==> config.mk <==
export PLATFORM = sky130hd
export DESIGN_NAME = motion_command_safety_gate_top_flat
export DESIGN_NICKNAME = d
export VERILOG_FILES = /design/src/hdl/mcsg_pkg.sv /design/src/hdl/mcsg_cmd_if.sv /design/src/hdl/mcsg_res_if.sv /design/src/hdl/mcsg_div.sv /design/src/hdl/mcsg_sqrt.sv /design/src/hdl/motion_command_safety_gate_top.sv /design/src/flat_wrapper.sv
export SDC_FILE = /design/constraint.sdc
export NUM_CORES = 2
export LEC_CHECK = 0
export BUFFER_PORTS_ARGS = -buffer_cell sky130_fd_sc_hd__buf_2
export CAP_MARGIN = 15
export CORE_ASPECT_RATIO = 1.75
export CORE_MARGIN = 2
export CORE_UTILIZATION = 55
export DETAILED_ROUTE_END_ITERATION = 8
export PLACE_DENSITY = 0.74
export SYNTH_ARGS = -nofsm -noshare
export SYNTH_HDL_FRONTEND = slang
export SYNTH_SLANG_ARGS = --single-unit
==> constraint.sdc <==
create_clock -name clk -period 24.5 [get_ports clk]
set_input_delay 2.45 -clock clk [delete_from_list [all_inputs] [get_ports clk]]
set_output_delay 2.45 -clock clk [all_outputs]
set_load 0.005 [all_outputs]
==> src/hdl/mcsg_pkg.sv <==
// ----------------------------------------------------------------------------
// mcsg_pkg
// Shared types and constants for the motion command safety gate.
// ----------------------------------------------------------------------------
package mcsg_pkg;

	localparam int FRAC_BITS  = 4;
	localparam int TICK_WIDTH = 32;
	localparam int SEQ_WIDTH  = 32;

	localparam int CFG_IDX_W  = 3;
	localparam int CFG_DATA_W = 31;

	localparam logic [CFG_IDX_W-1:0] CFG_LEG_LENGTH   = 3'd0;
	localparam logic [CFG_IDX_W-1:0] CFG_COXA_LENGTH  = 3'd1;
	localparam logic [CFG_IDX_W-1:0] CFG_HALF_SWEEP   = 3'd2;
	localparam logic [CFG_IDX_W-1:0] CFG_DUTY_FACTOR  = 3'd3;
	localparam logic [CFG_IDX_W-1:0] CFG_GAIT_FREQ    = 3'd4;
	localparam logic [CFG_IDX_W-1:0] CFG_MIN_INTERVAL = 3'd5;

	localparam logic [1:0] OP_COMMAND   = 2'd0;
	localparam logic [1:0] OP_ESTOP_SET = 2'd1;
	localparam logic [1:0] OP_ESTOP_CLR = 2'd2;

	localparam logic [2:0] REASON_NONE      = 3'd0;
	localparam logic [2:0] REASON_ESTOPPED  = 3'd1;
	localparam logic [2:0] REASON_OBSTACLE  = 3'd2;
	localparam logic [2:0] REASON_RATE      = 3'd3;
	localparam logic [2:0] REASON_STALE_SEQ = 3'd4;
	localparam logic [2:0] REASON_MALFORMED = 3'd5;

	// divider: 44-bit dividend, 17-bit divisor
	localparam int DIV_W     = 44;
	localparam int DVS_W     = 17;
	localparam int DIV_CNT_W = $clog2(DIV_W + 1);

	// square root: 32-bit radicand, 16-bit root
	localparam int SQ_IN_W  = 32;
	localparam int SQ_OUT_W = SQ_IN_W / 2;
	localparam int SQ_CNT_W = $clog2(SQ_OUT_W + 1);

	// x/100 as (x * ceil(2^30/100)) >> 30, exact for x < 2^23
	localparam logic [31:0] RECIP_100   = 32'd10737419;
	localparam int          RECIP_SHIFT = 30;
	localparam logic [31:0] DEG2RAD_Q32 = 32'd74961321;

	typedef struct packed {
		logic [1:0]            op;
		logic [SEQ_WIDTH-1:0]  seq_number;
		logic [TICK_WIDTH-1:0] now_ticks;
		logic                  malformed;
		logic                  obstacle_present;
		logic signed [15:0]    req_body_height;
		logic signed [15:0]    req_step_height;
		logic signed [15:0]    req_forward_speed;
		logic signed [15:0]    req_turn_rate;
		logic signed [15:0]    req_max_stride;
	} cmd_item_t;

	typedef struct packed {
		logic               accepted;
		logic [2:0]         reason;
		logic signed [15:0] out_body_height;
		logic signed [15:0] out_step_height;
		logic signed [15:0] out_forward_speed;
		logic signed [15:0] out_turn_rate;
		logic signed [15:0] out_max_stride;
		logic               was_clamped;
	} res_item_t;

endpackage

==> src/hdl/mcsg_cmd_if.sv <==
// ----------------------------------------------------------------------------
// mcsg_cmd_if
// Command channel: valid/ready with one command item.
// ----------------------------------------------------------------------------
interface mcsg_cmd_if;
	import mcsg_pkg::*;

	logic      valid;
	logic      ready;
	cmd_item_t data;

	modport source (output valid, output data, input ready);
	modport sink (input valid, input data, output ready);
endinterface

==> src/hdl/mcsg_res_if.sv <==
// ----------------------------------------------------------------------------
// mcsg_res_if
// Result channel: valid/ready with one gate result item.
// ----------------------------------------------------------------------------
interface mcsg_res_if;
	import mcsg_pkg::*;

	logic      valid;
	logic      ready;
	res_item_t data;

	modport source (output valid, output data, input ready);
	modport sink (input valid, input data, output ready);
endinterface

==> src/hdl/mcsg_div.sv <==
// ----------------------------------------------------------------------------
// mcsg_div
// Restoring divider, one quotient bit per cycle.
// ----------------------------------------------------------------------------
module mcsg_div (
	input  logic                      clk,
	input  logic                      arst_n,
	input  logic                      start,
	input  logic [mcsg_pkg::DIV_W-1:0] dividend,
	input  logic [mcsg_pkg::DVS_W-1:0] divisor,
	output logic                      busy,
	output logic                      done,
	output logic [mcsg_pkg::DIV_W-1:0] quotient
);
	import mcsg_pkg::*;

	logic [DIV_W-1:0]     work_q;
	logic [DVS_W-1:0]     rem_q;
	logic [DVS_W-1:0]     dvs_q;
	logic [DIV_CNT_W-1:0] cnt_q;
	logic                 busy_q;
	logic                 done_q;
	logic [DVS_W:0]       rem_sh;
	logic [DVS_W+1:0]     diff;
	logic                 ge;

	assign rem_sh = {rem_q, work_q[DIV_W-1]};
	assign diff   = {1'b0, rem_sh} - {2'b00, dvs_q};
	assign ge     = ~diff[DVS_W+1];

	always_ff @(posedge clk or negedge arst_n) begin
		if (!arst_n) begin
			busy_q <= 1'b0;
			done_q <= 1'b0;
			cnt_q  <= '0;
		end else begin
			done_q <= 1'b0;
			if (start && !busy_q) begin
				busy_q <= 1'b1;
				cnt_q  <= DIV_CNT_W'(DIV_W);
			end else if (busy_q) begin
				cnt_q <= cnt_q - 1'b1;
				if (cnt_q == DIV_CNT_W'(1)) begin
					busy_q <= 1'b0;
					done_q <= 1'b1;
				end
			end
		end
	end

	always_ff @(posedge clk) begin
		if (start && !busy_q) begin
			work_q <= dividend;
			rem_q  <= '0;
			dvs_q  <= divisor;
		end else if (busy_q) begin
			work_q <= {work_q[DIV_W-2:0], ge};
			rem_q  <= ge ? diff[DVS_W-1:0] : rem_sh[DVS_W-1:0];
		end
	end

	assign busy     = busy_q;
	assign done     = done_q;
	assign quotient = work_q;

endmodule

==> src/hdl/mcsg_sqrt.sv <==
// ----------------------------------------------------------------------------
// mcsg_sqrt
// Integer square root, one root bit per cycle.
// ----------------------------------------------------------------------------
module mcsg_sqrt (
	input  logic                         clk,
	input  logic                         arst_n,
	input  logic                         start,
	input  logic [mcsg_pkg::SQ_IN_W-1:0]  radicand,
	output logic                         done,
	output logic [mcsg_pkg::SQ_OUT_W-1:0] root
);
	import mcsg_pkg::*;

	logic [SQ_IN_W-1:0]  x_q;
	logic [SQ_OUT_W:0]   rem_q;
	logic [SQ_OUT_W-1:0] root_q;
	logic [SQ_CNT_W-1:0] cnt_q;
	logic                busy_q;
	logic                done_q;
	logic [SQ_OUT_W+2:0] rem_sh;
	logic [SQ_OUT_W+3:0] diff;
	logic                ge;

	assign rem_sh = {rem_q, x_q[SQ_IN_W-1 -: 2]};
	assign diff   = {1'b0, rem_sh} - (SQ_OUT_W+4)'({root_q, 2'b01});
	assign ge     = ~diff[SQ_OUT_W+3];

	always_ff @(posedge clk or negedge arst_n) begin
		if (!arst_n) begin
			busy_q <= 1'b0;
			done_q <= 1'b0;
			cnt_q  <= '0;
		end else begin
			done_q <= 1'b0;
			if (start && !busy_q) begin
				busy_q <= 1'b1;
				cnt_q  <= SQ_CNT_W'(SQ_OUT_W);
			end else if (busy_q) begin
				cnt_q <= cnt_q - 1'b1;
				if (cnt_q == SQ_CNT_W'(1)) begin
					busy_q <= 1'b0;
					done_q <= 1'b1;
				end
			end
		end
	end

	always_ff @(posedge clk) begin
		if (start && !busy_q) begin
			x_q    <= radicand;
			rem_q  <= '0;
			root_q <= '0;
		end else if (busy_q) begin
			x_q    <= {x_q[SQ_IN_W-3:0], 2'b00};
			rem_q  <= ge ? diff[SQ_OUT_W:0] : rem_sh[SQ_OUT_W:0];
			root_q <= {root_q[SQ_OUT_W-2:0], ge};
		end
	end

	assign done = done_q;
	assign root = root_q;

endmodule

==> src/hdl/motion_command_safety_gate_top.sv <==
// ----------------------------------------------------------------------------
// motion_command_safety_gate_top
// Checks motion commands (estop, malformed, sequence, rate, obstacle) and
// clamps passing commands to leg geometry and gait limits.
// Estop ops: flag updated on the transfer, no result. Rejected command: result
// registered in the cycle after the transfer. Passing command: result after the
// square root and two divides on the shared units (no divides with zero duty),
// then loaded once the result register is free.
// One command in flight; next transfer once the result register is free.
// Reset clears estop, sequence and tick state; config returns to defaults.
// ----------------------------------------------------------------------------
module motion_command_safety_gate_top (
	input  logic                           clk,
	input  logic                           arst_n,
	mcsg_cmd_if.sink                       cmd,
	mcsg_res_if.source                     res,
	input  logic                           cfg_we,
	input  logic [mcsg_pkg::CFG_IDX_W-1:0]  cfg_index,
	input  logic [mcsg_pkg::CFG_DATA_W-1:0] cfg_wdata
);
	import mcsg_pkg::*;

	localparam logic [3:0] ST_IDLE = 4'd0;
	localparam logic [3:0] ST_MLO  = 4'd1;
	localparam logic [3:0] ST_MHI  = 4'd2;
	localparam logic [3:0] ST_HCL  = 4'd3;
	localparam logic [3:0] ST_MHH  = 4'd4;
	localparam logic [3:0] ST_MLL  = 4'd5;
	localparam logic [3:0] ST_SQS  = 4'd6;
	localparam logic [3:0] ST_SQW  = 4'd7;
	localparam logic [3:0] ST_MSF  = 4'd8;
	localparam logic [3:0] ST_MA   = 4'd9;
	localparam logic [3:0] ST_MK1  = 4'd10;
	localparam logic [3:0] ST_MK2  = 4'd11;
	localparam logic [3:0] ST_QS   = 4'd12;
	localparam logic [3:0] ST_DV1  = 4'd13;
	localparam logic [3:0] ST_DV2  = 4'd14;
	localparam logic [3:0] ST_FIN  = 4'd15;

	logic [15:0] leg_q, coxa_q, freq_q;
	logic [14:0] sweep_q;
	logic [16:0] duty_q;
	logic [30:0] mdi_q;

	logic                  estop_q, seq_valid_q, time_valid_q;
	logic [SEQ_WIDTH-1:0]  last_seq_q;
	logic [TICK_WIDTH-1:0] last_tick_q;
	logic [3:0]            state_q, state_d;

	logic signed [15:0] rb_q, rs_q, rv_q, rw_q, st_q;
	logic [15:0]        lo_q, h_q;
	logic [31:0]        hh_q;
	logic [16:0]        r_q;
	logic [30:0]        sf_q;
	logic [30:0]        a_q;
	logic [42:0]        qh_q;
	logic [DIV_W-1:0]   vmax_q, wmax_q;

	logic [31:0] mul_a, mul_b;
	logic [63:0] prod_q;

	logic              out_valid_q;
	res_item_t         out_q, fin_item, rej_item;
	logic              out_free, xfer, load_rej, load_fin;
	logic [2:0]        rej_reason;

	logic [SEQ_WIDTH-1:0]  seq_d;
	logic [TICK_WIDTH-1:0] tick_e;
	logic                  seq_ok, rate_ok, upd_seq, upd_tick;

	logic               div_start, div_busy, div_done;
	logic [DIV_W-1:0]   div_dvd, div_quo;
	logic               sq_start, sq_done;
	logic [SQ_OUT_W-1:0] sq_root;

	logic [15:0] hi_w;
	logic [16:0] vsat, wsat;
	logic signed [16:0] rv17, rw17, vlim, wlim;
	logic signed [15:0] step_c, fwd_c, turn_c;

	assign out_free  = !out_valid_q || res.ready;
	assign cmd.ready = (state_q == ST_IDLE) && out_free;
	assign xfer      = cmd.valid && cmd.ready;
	assign res.valid = out_valid_q;
	assign res.data  = out_q;

	assign seq_d   = cmd.data.seq_number - last_seq_q;
	assign seq_ok  = !seq_valid_q || ((seq_d != '0) && !seq_d[SEQ_WIDTH-1]);
	assign tick_e  = cmd.data.now_ticks - last_tick_q;
	assign rate_ok = !time_valid_q
		|| !(tick_e[TICK_WIDTH-1] || (64'(tick_e) < 64'(mdi_q)));

	// check order for a command transfer
	always_comb begin
		load_rej   = 1'b0;
		rej_reason = REASON_NONE;
		upd_seq    = 1'b0;
		upd_tick   = 1'b0;
		if (xfer && cmd.data.op == OP_COMMAND) begin
			priority if (estop_q) begin
				load_rej   = 1'b1;
				rej_reason = REASON_ESTOPPED;
			end else if (cmd.data.malformed) begin
				load_rej   = 1'b1;
				rej_reason = REASON_MALFORMED;
			end else if (!seq_ok) begin
				load_rej   = 1'b1;
				rej_reason = REASON_STALE_SEQ;
			end else if (!rate_ok) begin
				upd_seq    = 1'b1;
				load_rej   = 1'b1;
				rej_reason = REASON_RATE;
			end else if (cmd.data.obstacle_present) begin
				upd_seq    = 1'b1;
				upd_tick   = 1'b1;
				load_rej   = 1'b1;
				rej_reason = REASON_OBSTACLE;
			end else begin
				upd_seq    = 1'b1;
				upd_tick   = 1'b1;
			end
		end
	end

	// shared multiplier operand select
	always_comb begin
		mul_a = '0;
		mul_b = '0;
		unique case (state_q)
			ST_MLO: begin
				mul_a = 32'(20'(leg_q) * 20'd15 + 20'd50);
				mul_b = RECIP_100;
			end
			ST_MHI: begin
				mul_a = 32'(23'(leg_q) * 23'd95 + 23'd50);
				mul_b = RECIP_100;
			end
			ST_MHH: begin
				mul_a = 32'(h_q);
				mul_b = 32'(h_q);
			end
			ST_MLL: begin
				mul_a = 32'(leg_q);
				mul_b = 32'(leg_q);
			end
			ST_MSF: begin
				mul_a = 32'(sweep_q);
				mul_b = 32'(freq_q);
			end
			ST_MA: begin
				mul_a = 32'(prod_q[30:0]);
				mul_b = 32'(r_q);
			end
			// a = 2*S*F*r: high word is bits 48:31 of S*F*r
			ST_MK1: begin
				mul_a = 32'(prod_q[48:31]);
				mul_b = DEG2RAD_Q32;
			end
			ST_MK2: begin
				mul_a = {a_q, 1'b0};
				mul_b = DEG2RAD_Q32;
			end
			default: begin
				mul_a = '0;
				mul_b = '0;
			end
		endcase
	end

	always_ff @(posedge clk) begin
		prod_q <= 64'(mul_a) * 64'(mul_b);
	end

	assign hi_w = prod_q[RECIP_SHIFT +: 16];

	always_comb begin
		state_d   = state_q;
		div_start = 1'b0;
		div_dvd   = '0;
		sq_start  = 1'b0;
		load_fin  = 1'b0;
		unique case (state_q)
			ST_IDLE: if (xfer && cmd.data.op == OP_COMMAND && !load_rej) state_d = ST_MLO;
			ST_MLO:  state_d = ST_MHI;
			ST_MHI:  state_d = ST_HCL;
			ST_HCL:  state_d = ST_MHH;
			ST_MHH:  state_d = ST_MLL;
			ST_MLL:  state_d = ST_SQS;
			ST_SQS: begin
				sq_start = 1'b1;
				state_d  = ST_SQW;
			end
			ST_SQW:  if (sq_done) state_d = ST_MSF;
			ST_MSF:  state_d = ST_MA;
			ST_MA:   state_d = ST_MK1;
			ST_MK1:  state_d = ST_MK2;
			ST_MK2:  state_d = ST_QS;
			ST_QS: begin
				if (duty_q == '0) begin
					state_d = ST_FIN;
				end else begin
					div_start = 1'b1;
					div_dvd   = DIV_W'(qh_q) + DIV_W'(prod_q[58:32]);
					state_d   = ST_DV1;
				end
			end
			ST_DV1: begin
				if (div_done) begin
					div_start = 1'b1;
					div_dvd   = DIV_W'({sf_q, 1'b0}) << FRAC_BITS;
					state_d   = ST_DV2;
				end
			end
			ST_DV2:  if (div_done) state_d = ST_FIN;
			ST_FIN: begin
				if (out_free) begin
					load_fin = 1'b1;
					state_d  = ST_IDLE;
				end
			end
			default: state_d = ST_IDLE;
		endcase
	end

	always_ff @(posedge clk) begin
		if (xfer) begin
			rb_q <= cmd.data.req_body_height;
			rs_q <= cmd.data.req_step_height;
			rv_q <= cmd.data.req_forward_speed;
			rw_q <= cmd.data.req_turn_rate;
			st_q <= cmd.data.req_max_stride;
		end
		if (state_q == ST_MHI) lo_q <= prod_q[RECIP_SHIFT +: 16];
		if (state_q == ST_HCL) begin
			priority if (rb_q < $signed({1'b0, lo_q})) h_q <= lo_q;
			else if (rb_q > $signed({1'b0, hi_w})) h_q <= hi_w;
			else h_q <= rb_q;
		end
		if (state_q == ST_MLL) hh_q <= prod_q[31:0];
		if (state_q == ST_SQW && sq_done) r_q <= 17'(coxa_q) + 17'(sq_root);
		if (state_q == ST_MA)  sf_q <= prod_q[30:0];
		if (state_q == ST_MK1) a_q  <= prod_q[30:0];
		if (state_q == ST_MK2) qh_q <= prod_q[42:0];
		if (state_q == ST_QS && duty_q == '0) begin
			vmax_q <= '0;
			wmax_q <= '0;
		end
		if (state_q == ST_DV1 && div_done) vmax_q <= div_quo;
		if (state_q == ST_DV2 && div_done) wmax_q <= div_quo;
	end

	mcsg_sqrt u_sqrt (
		.clk      (clk),
		.arst_n   (arst_n),
		.start    (sq_start),
		.radicand (prod_q[31:0] - hh_q),
		.done     (sq_done),
		.root     (sq_root)
	);

	mcsg_div u_div (
		.clk      (clk),
		.arst_n   (arst_n),
		.start    (div_start),
		.dividend (div_dvd),
		.divisor  (duty_q),
		.busy     (div_busy),
		.done     (div_done),
		.quotient (div_quo)
	);

	// limits saturate at 2^15 so the full request range stays reachable
	assign vsat = (vmax_q > DIV_W'(32768)) ? 17'd32768 : vmax_q[16:0];
	assign wsat = (wmax_q > DIV_W'(32768)) ? 17'd32768 : wmax_q[16:0];
	assign vlim = $signed(vsat);
	assign wlim = $signed(wsat);
	assign rv17 = 17'(rv_q);
	assign rw17 = 17'(rw_q);

	always_comb begin
		priority if (rs_q < 16'sd0) step_c = 16'sd0;
		else if (rs_q > $signed(h_q)) step_c = $signed(h_q);
		else step_c = rs_q;
		priority if (rv17 > vlim) fwd_c = 16'(vlim);
		else if (rv17 < -vlim) fwd_c = 16'(-vlim);
		else fwd_c = rv_q;
		priority if (rw17 > wlim) turn_c = 16'(wlim);
		else if (rw17 < -wlim) turn_c = 16'(-wlim);
		else turn_c = rw_q;
	end

	always_comb begin
		fin_item.accepted          = 1'b1;
		fin_item.reason            = REASON_NONE;
		fin_item.out_body_height   = $signed(h_q);
		fin_item.out_step_height   = step_c;
		fin_item.out_forward_speed = fwd_c;
		fin_item.out_turn_rate     = turn_c;
		fin_item.out_max_stride    = st_q;
		fin_item.was_clamped       = ($signed(h_q) != rb_q) || (step_c != rs_q)
			|| (fwd_c != rv_q) || (turn_c != rw_q);
	end

	always_comb begin
		rej_item        = '0;
		rej_item.reason = rej_reason;
	end

	always_ff @(posedge clk) begin
		if (load_fin) begin
			out_q <= fin_item;
		end else if (load_rej) begin
			out_q <= rej_item;
		end
	end

	always_ff @(posedge clk or negedge arst_n) begin
		if (!arst_n) begin
			state_q      <= ST_IDLE;
			out_valid_q  <= 1'b0;
			estop_q      <= 1'b0;
			seq_valid_q  <= 1'b0;
			last_seq_q   <= '0;
			time_valid_q <= 1'b0;
			last_tick_q  <= '0;
			leg_q        <= 16'd1600;
			coxa_q       <= 16'd480;
			sweep_q      <= 15'd7680;
			duty_q       <= 17'd32768;
			freq_q       <= 16'd512;
			mdi_q        <= '0;
		end else begin
			state_q <= state_d;
			if (load_fin || load_rej) out_valid_q <= 1'b1;
			else if (res.ready) out_valid_q <= 1'b0;
			if (xfer && cmd.data.op == OP_ESTOP_SET) estop_q <= 1'b1;
			if (xfer && cmd.data.op == OP_ESTOP_CLR) estop_q <= 1'b0;
			if (upd_seq) begin
				seq_valid_q <= 1'b1;
				last_seq_q  <= cmd.data.seq_number;
			end
			if (upd_tick) begin
				time_valid_q <= 1'b1;
				last_tick_q  <= cmd.data.now_ticks;
			end
			if (cfg_we) begin
				unique case (cfg_index)
					CFG_LEG_LENGTH:   leg_q   <= cfg_wdata[15:0];
					CFG_COXA_LENGTH:  coxa_q  <= cfg_wdata[15:0];
					CFG_HALF_SWEEP:   sweep_q <= cfg_wdata[14:0];
					CFG_DUTY_FACTOR:  duty_q  <= cfg_wdata[16:0];
					CFG_GAIT_FREQ:    freq_q  <= cfg_wdata[15:0];
					CFG_MIN_INTERVAL: mdi_q   <= cfg_wdata[30:0];
					default: ;
				endcase
			end
		end
	end

	a_rej_zero: assert property (@(posedge clk) disable iff (!arst_n)
		(out_valid_q && !out_q.accepted) |-> (out_q.out_body_height == 16'sd0
		&& out_q.out_forward_speed == 16'sd0 && out_q.out_max_stride == 16'sd0
		&& !out_q.was_clamped && out_q.reason != REASON_NONE))
		else $error("rejected result carries payload");

	a_acc_reason: assert property (@(posedge clk) disable iff (!arst_n)
		(out_valid_q && out_q.accepted) |-> (out_q.reason == REASON_NONE
		&& out_q.out_step_height >= 16'sd0
		&& out_q.out_step_height <= out_q.out_body_height))
		else $error("accepted result out of range");

	a_div_start: assert property (@(posedge clk) disable iff (!arst_n)
		div_start |-> !div_busy)
		else $error("divider started while busy");

	a_estop: assert property (@(posedge clk) disable iff (!arst_n)
		(xfer && cmd.data.op == OP_ESTOP_SET) |=> estop_q)
		else $error("estop not latched");

	a_estop_rej: assert property (@(posedge clk) disable iff (!arst_n)
		(xfer && cmd.data.op == OP_COMMAND && estop_q) |=>
		(out_valid_q && out_q.reason == REASON_ESTOPPED && state_q == ST_IDLE))
		else $error("command passed while estopped");

endmodule
==> src/flat_wrapper.sv <==
// flat-port wrapper written by rule: the top's interface ports become plain ports
module motion_command_safety_gate_top_flat import mcsg_pkg::*;
  (clk, arst_n, cfg_we, cfg_index, cfg_wdata, cmd_valid, cmd_data, cmd_ready, res_valid, res_data, res_ready);
  mcsg_cmd_if cmd_i ();
  mcsg_res_if res_i ();
  input  logic clk;
  input  logic arst_n;
  input  logic cfg_we;
  input  logic [mcsg_pkg::CFG_IDX_W-1:0] cfg_index;
  input  logic [mcsg_pkg::CFG_DATA_W-1:0] cfg_wdata;
  input wire logic [$bits(cmd_i.valid)-1:0] cmd_valid;
  input wire logic [$bits(cmd_i.data)-1:0] cmd_data;
  output wire logic [$bits(cmd_i.ready)-1:0] cmd_ready;
  output wire logic [$bits(res_i.valid)-1:0] res_valid;
  output wire logic [$bits(res_i.data)-1:0] res_data;
  input wire logic [$bits(res_i.ready)-1:0] res_ready;
  assign cmd_i.valid = cmd_valid;
  assign cmd_i.data = cmd_data;
  assign cmd_ready = cmd_i.ready;
  assign res_valid = res_i.valid;
  assign res_data = res_i.data;
  assign res_i.ready = res_ready;
  motion_command_safety_gate_top u_core (.clk(clk), .arst_n(arst_n), .cmd(cmd_i), .res(res_i), .cfg_we(cfg_we), .cfg_index(cfg_index), .cfg_wdata(cfg_wdata));
endmodule
==> results.toml <==
[critical_path]
cp_data_required_time_ns = 25.07
worstSetupStartpointType = "flop"
slowest_stage = "a211oi_1"
crit_type = "reg2reg"
arrival_ns = 15.38
critPathMaxFanout = 13
cp_num_buf_inv = 5
max_stage_delay_ns = 0.77
path_delay_family = "compound AO/OA/AOI/OAI gates"
critPathCaptureType = "flop"
crit_top_cell = "fa_1"

[global_route]
antenna_found_initial = 13
grt_start_max_net_pins = 79
overflow = 0
grt_pass1_wl_mm = 358
grt_use_total_pct = 35.5
grt_pass1_vias = 60100

[placed_design]
dpl_worst_slack_ns = 9.74
io_buffer_count = 273
place_congestion = 1.03
hpwl_mm = 194

[floorplan]
die_y_um = 489
dieArea_um2 = 138000
io_pins = 274
initial_utilization_pct = 55.2
coreArea_um2 = 134000
die_w_um = 281
core.rowCount = 178

[clock_tree]
ctsHoldBuffers = 0
cts_sinks = 839
post_cts_buffers = 0
cts_max_path_buffers = 3
cts_resized = 0
path_clk_slew_ns = 0.07
clock_latency_ns = 0.71
cts_max_level = 3
root_buffer = "clkbuf_16"
cts_tree = "built"
cts_buffers = 81

[detailed_routing]
drc = 0
drtPass1Iterations = 9
wirelength_mm = 240
ant_nets = 0
dr.first_iter.drc_count = 3680
vias_per_cell = 5.89
vias = 56700
wl_per_cell_um = 24.9

[run]
cap_violations = 0

[layout]
drive_above_1_share_pct = 9.68
layout_common_cells = "inv_1, nand2_1, fa_1"
layout-area-overhead-vs-synth_pct = 8.71
nNetsFinal = 9335
fillers = 11600
final_common_cell = "inv_1"

[sta]
fin_crit_sh_pct = 60.4
worstMarginPinSlew_ns = 1.21
tns_ns = 0
period_needed_ns = 14.80
setup_viol = 0
fin_ws_ns = 9.70
slew_violations = 0
finClkSkew_ns = 0.0448
max_clock_freq_ghz = 0.0675
rsz0062_at_grt = "no"
hold_violations = 0
hold_slack_ns = 0.447
max_slew_margin_pct = 19.0

[synth]
seq_area_frac_synth_pct = 31.2
synth-async-reset-ratio_pct = 23.6
ys_seq_elements = 839
syn_inst = 7506
synthesis.area_um2 = 74000
synth-edff-count = 528
synth_area_per_cell_um2 = 9.87
synth_warnings = 0
ys.flop_type = "edfxtp_1"
yosysUniqueCellTypes = 97

[status]
status = "completed"

[hold_path]
hold_path_class = "reg2reg"
final timing paths:
check	from	endpoint	slack [ns]	cells after the start
max in group asynchronous	arst_n	u_core.u_div.cnt_q[4]	21.34	2
min	u_core.res.data[84]	u_core.res.data[84]	0.45	1
max reg2reg	u_core.leg_q[2]	u_core.prod_q[58]	9.70	41
min in group asynchronous	arst_n	u_core.last_seq_q[14]	1.74	1
max	u_core.leg_q[2]	u_core.prod_q[58]	9.70	41
min reg2reg	u_core.res.data[84]	u_core.res.data[84]	0.45	1
routing by layer:
metal  global-route usage, %  part of all wire (%)  up-vias
met5                       0                0.0054        -
met4                    33.5                    12        2
met3                    5.19                   5.4      965
met2                    63.7                    51     2318
met1                    34.4                    32    28000
li1                        -                     -    25400
registers in the layout (all words and copies together), names as in the netlist, 31 cells and up:
name	cells
u_core.wmax_q	44
u_core.u_sqrt.x_q	32
u_core.hh_q	32
u_core.sf_q	31
u_core.u_div.quotient	44
u_core.res.data	85
u_core.qh_q	43
u_core.vmax_q	44
u_core.last_tick_q	32
u_core.a_q	31
u_core.mdi_q	31
u_core.prod_q	59
u_core.last_seq_q	32
Yosys cell counts, types with 29 or more instances:
master	number	area share [%]
a211oi_1	44	0.45
a21o_1	105	1.1
a21oi_1	358	2.4
a22oi_1	85	0.86
a31oi_1	33	0.28
and2_1	176	1.5
and3_1	58	0.49
clkbuf_1	199	1.0
dfrtp_1	185	6.3
dfxtp_1	113	3.1
edfxtp_1	528	21
fa_1	735	20
ha_1	668	11
inv_1	1363	6.9
mux2_2	164	2.5
mux2i_1	55	0.74
nand2_1	750	3.8
nand2b_1	65	0.55
nand3_1	98	0.66
nand4_1	46	0.39
nor2_1	388	2.0
nor2b_1	71	0.60
nor3_1	93	0.63
nor4_1	40	0.34
o21a_1	52	0.53
o21ai_0	300	2.0
o21bai_1	30	0.30
o22ai_1	46	0.39
or3_1	29	0.25
xnor2_1	153	1.8
xor2_1	121	1.4
per-stage QoR:
step	cells	area, um2	util [%]
6_report	9628	80500	60.0
5_1_grt	9621	80500	60.0
4_1_cts	9610	80400	60.0
3_5_place_dp	9459	77700	57.9
3_3_place_gp	9458	77700	57.9
2_1_floorplan	7522	74100	-
cell type report:
cell class / count / area, um2 / area share [%]
inverter: 1366 / 5130 / 6.37
sequential: 839 / 23100 / 28.7
clock buffer: 98 / 2170 / 2.70
multi-input combinational: 5084 / 45100 / 56.0
timing repair buffer: 373 / 2140 / 2.65
clock inverter: 53 / 579 / 0.720
tap: 1800 / 2250 / 2.80
antenna: 15 / 37.5 / 0.0466
cell families (layout without fill, tap and decap cells):
logic type,count (synthesis),after routing,share of synthesized area [%]
AOI/OAI and AO/OA,1290,1290,11.1
xor gates and xnor gates,274,274,3.24
adders and majority gates,1403,1403,31.2
buffers and inverters,1599,1890,8.21
DFF,839,839,31.2
muxes,219,219,3.24
other,2,33,0.0101
and+or+nand+nor,1880,1880,11.9
Power is left out: the tool's default activity adds up to more than one toggle a clock period on the data nets, which glitch-free logic cannot reach.
